--- config.mk ---
export PLATFORM = sky130hd
export DESIGN_NAME = cht_mod
export DESIGN_NICKNAME = d
export VERILOG_FILES = /design/src/hw/rtl/assert_macros.svh /design/src/hw/rtl/cht_pkg.sv /design/src/hw/rtl/cht_mod.sv
export SDC_FILE = /design/constraint.sdc
export NUM_CORES = 1
export LEC_CHECK = 0
export BUFFER_PORTS_ARGS = -buffer_cell sky130_fd_sc_hd__clkbuf_2
export CORE_ASPECT_RATIO = 0.5
export CORE_MARGIN = 2
export CORE_UTILIZATION = 55
export CTS_CLUSTER_SIZE = 10
export DETAILED_ROUTE_END_ITERATION = 8
export PLACE_DENSITY = 0.8
export RECOVER_POWER = 50
export SLEW_MARGIN = 20
export SYNTH_ARGS = -nofsm -noshare
export SYNTH_HDL_FRONTEND = slang
export SYNTH_SLANG_ARGS = --single-unit
--- constraint.sdc ---
create_clock -name clk -period 3.2 [get_ports clk]
set_input_delay 0.64 -clock clk [delete_from_list [all_inputs] [get_ports clk]]
set_output_delay 0.64 -clock clk [all_outputs]
set_load 0.05 [all_outputs]
--- src/hw/rtl/assert_macros.svh ---
// assertion macros shared by the hash table rtl
// expects a clock named clk and an active high reset named rst in scope
`ifndef ASSERT_MACROS_SVH
`define ASSERT_MACROS_SVH

// checked on every rising edge, off while reset is high
`define CHT_ASSERT(lbl, prop, msg) \
  lbl: assert property (@(posedge clk) disable iff (rst) prop) else $error(msg);

// checked on every rising edge, reset included
`define CHT_ASSERT_ALWAYS(lbl, prop, msg) \
  lbl: assert property (@(posedge clk) prop) else $error(msg);

`endif

--- src/hw/rtl/cht_pkg.sv ---
// shared constants and types of the chained hash table
// no dependencies
`timescale 1ns / 1ps

package cht_pkg;

  localparam int BUCKETS_DEF = 1024;
  localparam int POOL_DEF    = 1024;

  localparam int KEY_W = 32;
  localparam int CFG_W = 11;
  localparam int IDX_W = 10;

  localparam logic OP_INSERT = 1'b0;
  localparam logic OP_SEARCH = 1'b1;

  typedef logic [KEY_W-1:0] key_t;
  typedef logic [IDX_W-1:0] idx_t;

endpackage

--- src/hw/rtl/cht_mod.sv ---
// serial restoring remainder unit, one dividend bit per cycle
// depends on cht_pkg
`timescale 1ns / 1ps

module cht_mod #(
  parameter int CW = 11
) (
  input  logic                    clk,
  input  logic                    rst,
  input  logic                    start,
  input  logic [cht_pkg::KEY_W-1:0] dividend,
  input  logic [CW-1:0]           divisor,
  output logic                    done,
  output logic [CW-1:0]           rem
);

  localparam int RW    = CW + 1;
  localparam int CNT_W = $clog2(cht_pkg::KEY_W + 1);

  logic [CNT_W-1:0]          cnt;
  logic [cht_pkg::KEY_W-1:0] sh;
  logic [RW-1:0]             r;
  logic [RW-1:0]             r_sh;
  logic [RW-1:0]             r_next;

  always_comb begin
    r_sh = {r[CW-1:0], sh[cht_pkg::KEY_W-1]};
    if (r_sh >= {1'b0, divisor}) begin
      r_next = r_sh - {1'b0, divisor};
    end else begin
      r_next = r_sh;
    end
  end

  always_ff @(posedge clk) begin
    if (rst) begin
      cnt  <= '0;
      done <= 1'b0;
    end else begin
      done <= 1'b0;
      if (start) begin
        cnt <= CNT_W'(cht_pkg::KEY_W);
      end else if (cnt != '0) begin
        cnt  <= cnt - 1'b1;
        done <= (cnt == CNT_W'(1));
      end
    end
  end

  always_ff @(posedge clk) begin
    if (start) begin
      sh <= dividend;
      r  <= '0;
    end else if (cnt != '0) begin
      sh <= sh << 1;
      r  <= r_next;
    end
  end

  assign rem = r[CW-1:0];

endmodule

==> qor.yml <==
clock_network:
  cts_max_path_buffers: 2
  clock_tree.root_cell: "sky130_fd_sc_hd__clkbuf_8"
  post_cts_hold_buffer_count: 0
  numClockSinks: 50
  clk_pin_slew_ps: 90
  cts_tree: "yes"
  post_cts_resized: 0
  clkLatencyLatePin_ps: 300
  deepest_level_of_the_cts_h_tree: 2
  post_cts_setup_repair_buffer_count: 0
  numCtsBuffers: 5
pwr:
  power.total_uw: 2900
  internal_power_uw: 1670
  p_sw_uw: 1230
  power.sequential.fraction_pct: 36.9
  leakagePower_uw: 0.00134
  power.density_cell_area_mw_per_mm2: 895
  sw_frac_of_total_pct: 42.3
  ir_drop_uv: 406
  power_frac_clock_pct: 14.9
  power.share.combinational_pct: 48.2
worst_hold_path:
  min-delay-path-class: "register to register"
  hold_start: "r[10]"
synthesis:
  postSynthRegisterBits: 50
  synth_compound_area_share_pct: 14.5
  library_cell_occupying_the_most_area_in_the_post_synthesis_netlist: "sky130_fd_sc_hd__edfxtp_1"
  synth-edff-count: 32
  syn-cell-area_sq_mm: 0.00281
  synth_top_area_share_pct: 34.2
  synth-xor-area-share_pct: 2.18
  post_synth_main_area_contributors: "sky130_fd_sc_hd__edfxtp_1, sky130_fd_sc_hd__dfxtp_1, sky130_fd_sc_hd__mux2_2"
  synth.lib_cells_used.distinct: 50
  synth_fp_nets: 315
  post_synth_inst_count: 255
  synth-simple-area-share_pct: 12.9
  yosys.area_share.adder_pct: 6.51
  postSynthAreaPerCell_sq_um: 11.0
  async_sr_flop_fraction_pct: 0
  synth_top_family_by_area: "compound AO/OA/AOI/OAI gates"
  ys.flop_type: "sky130_fd_sc_hd__edfxtp_1"
  muxShareOfSynthArea_pct: 12.8
  seq_area_frac_synth_pct: 47.1
  ys_warn_count: 0
global_routing:
  grt.met1_usage_pct: 24.5
  groute.layer.met2.usage_pct: 32.8
  globalRoute.busiestLayer: "met2"
  pin_count_of_the_biggest_net_entering_global_routing: 33
  overflow: 0
  antenna_found_initial: 0
  use_met3_pct: 3.45
  number_of_global_route_vias_before_repair: 1837
  total_routing_usage_reported_by_global_routing_pct: 18.9
  grt_pass1_wl_um: 8350
place:
  io_buffers: 57
  weighted_congestion_at_the_end_of_routability_driven_global_placement: 0.838
  placedCellCount: 374
  minimum_setup_slack_after_placement_ps: 383
  dpl-instance-area_sq_mm: 0.00315
  post-dp-hpwl_um: 3920
sta:
  fin_skew_ps: 6.46
  final_critical_path_setup_slack_ps: 628
  timing.final.crit_share_pct: 80.4
  setup_repair_after_global_routing_missed_its_margin: "false"
  final_period_minus_worst_setup_slack_ps: 2570
  setup_viol: 0
  pin_slew_with_the_least_headroom_to_its_limit_ps: 794
  final_number_of_hold_violating_endpoints: 0
  setup_tns_ps: 0
  relSlewSlack_pct: 47.1
  clock.fmax_ghz: 0.389
  drv_slew: 0
setup_path:
  setup.worst_path.class: "register to register"
  crit_path_max_incr_delay_ps: 420
  ordered_cell_list_for_the_critical_path: "inv_1 > ha_1 > fa_1 > nand2b_2 > a21oi_2 > o21a_4 > o221ai_4 > a211o_1 > a311oi_2"
  critical_path_maximum_fanout: 12
  crit_buf_inv: 1
  worst-endpoint-arrival_ps: 2780
  startpoint: "sh[31]"
  rr_startpoint: "sh[31]"
  timing.critical_path.max_delay_family: "compound AO/OA/AOI/OAI gates"
  critPathLaunchType: "register"
  worstSetupEndpointType: "register"
  required_ps: 3410
  critical_path.slowest_cell: "sky130_fd_sc_hd__edfxtp_1"
layout:
  mostFrequentLayoutCell: "sky130_fd_sc_hd__clkbuf_2"
  mostFrequentLayoutCells: "sky130_fd_sc_hd__clkbuf_2, sky130_fd_sc_hd__edfxtp_1, sky130_fd_sc_hd__mux2_2"
  syn_to_final_growth_pct: 15.4
  post_route_cells_drive_above_1_share_pct: 32.1
  count_of_inserted_antenna_diode_cells: 0
  sequential_cell_area_sq_mm: 0.00132
  multi_input_comb_area_sq_mm: 0.00137
  nFillCells: 419
  fin_area_sq_mm: 0.00324
  finish.cell_count_without_fillers: 382
  layout.nets: 371
drt:
  post_drt_via_cell_ratio: 5.49
  detailedRoute.firstIterationViolations: 102
  drcViolationCount: 0
  final_antenna_net_count: 0
  totalWireLength_um: 5340
  via_count: 2099
  drt-wirelength-per-cell_um: 14.0
  drtPass1Iterations: 4
floorplan:
  ios: 58
  fp.coreArea_sq_mm: 0.00493
  placement_rows: 18
  floorplan.die.width_um: 105
  vert_die_dim_um: 54.5
  floorplan.die_area_sq_mm: 0.00573
  start_util_pct: 56.9
status:
  outcome: "complete, no violations"
job:
  cap_viol_max_count: 0
==> power groups by stage <==
stage	Combinational [uW]	Clock, uW	Sequential, uW
6_report	1400	432	1070
5_1_grt	1530	464	1090
4_1_cts	1410	438	1070
3_5_place_dp	1400	0	1080
3_3_place_gp	1350	0	1070
2_1_floorplan	921	0	1260
==> sequential cells by signal, indices dropped and copies added (netlist names) <==
name,flops
r,11
cnt,6
sh,32
done,1
==> synth_stat cells, types with 2 or more instances <==
library cell / count
sky130_fd_sc_hd__edfxtp_1: 32
sky130_fd_sc_hd__mux2_2: 31
sky130_fd_sc_hd__nor2_1: 25
sky130_fd_sc_hd__dfxtp_1: 18
sky130_fd_sc_hd__inv_1: 18
sky130_fd_sc_hd__nand3_1: 15
sky130_fd_sc_hd__ha_1: 13
sky130_fd_sc_hd__nand2_1: 10
sky130_fd_sc_hd__a21oi_1: 7
sky130_fd_sc_hd__nor3_1: 7
sky130_fd_sc_hd__o21ai_0: 6
sky130_fd_sc_hd__xnor2_1: 6
sky130_fd_sc_hd__o211ai_1: 5
sky130_fd_sc_hd__o21ai_1: 5
sky130_fd_sc_hd__clkbuf_1: 4
sky130_fd_sc_hd__o21a_1: 4
sky130_fd_sc_hd__a311oi_1: 3
sky130_fd_sc_hd__a311oi_2: 3
sky130_fd_sc_hd__and2_1: 3
sky130_fd_sc_hd__buf_1: 3
sky130_fd_sc_hd__or3_1: 3
sky130_fd_sc_hd__a211o_1: 2
sky130_fd_sc_hd__a211oi_1: 2
sky130_fd_sc_hd__a21oi_2: 2
sky130_fd_sc_hd__buf_2: 2
sky130_fd_sc_hd__or2_2: 2
==> metrics by stage <==
step                      util [%]  hold slack [ps]
after floorplan                  -              487
after global placement        63.8              505
after detailed placement      63.8              513
after CTS                     66.1              525
after global routing          65.7              525
final                         65.7              520
==> final cells by class <==
| cell class | instances | share of cell area, % |
|---|---|---|
| Multi-Input combinational cell | 177 | 42.3 |
| Sequential cell | 50 | 40.8 |
| Clock buffer | 6 | 2.24 |
| Tap cell | 70 | 2.70 |
| Timing Repair Buffer | 59 | 8.69 |
| Clock inverter | 2 | 1.16 |
| Inverter | 18 | 2.09 |
==> cells by family after synthesis <==
kind of cell | after synthesis
compound gates | 50
xor+xnor | 7
fa+ha+maj | 14
buf+inv | 28
flops | 50
mux | 32
simple gates | 74
==> final timing paths <==
check | slack [ps] | depth (start not counted) | to
setup / recovery | 630 | 9 | r[4]
hold / removal | 520 | 2 | r[10]
setup reg to reg | 630 | 9 | r[4]
hold reg to reg | 520 | 2 | r[10]
==> metal layers <==
layer | wire length [um] | share of wire [%] | vias to the layer above
met5 | 0 | 0 | -
met4 | 49 | 0.92 | 0
met3 | 235 | 4.4 | 5
met2 | 2510 | 47 | 46
met1 | 2550 | 48 | 985
li1 | - | - | 1063
==> worst reg2reg max path, cell delays in order, from the launching register on <==
cell and delay, ps:
sky130_fd_sc_hd__edfxtp_1 420, sky130_fd_sc_hd__inv_1 60, sky130_fd_sc_hd__ha_1 210, sky130_fd_sc_hd__fa_1 410, sky130_fd_sc_hd__nand2b_2 210, sky130_fd_sc_hd__a21oi_2 220
sky130_fd_sc_hd__o21a_4 190, sky130_fd_sc_hd__o221ai_4 190, sky130_fd_sc_hd__a211o_1 330, sky130_fd_sc_hd__a311oi_2 260
No activity file was read; power rests on OpenSTA's default activity.
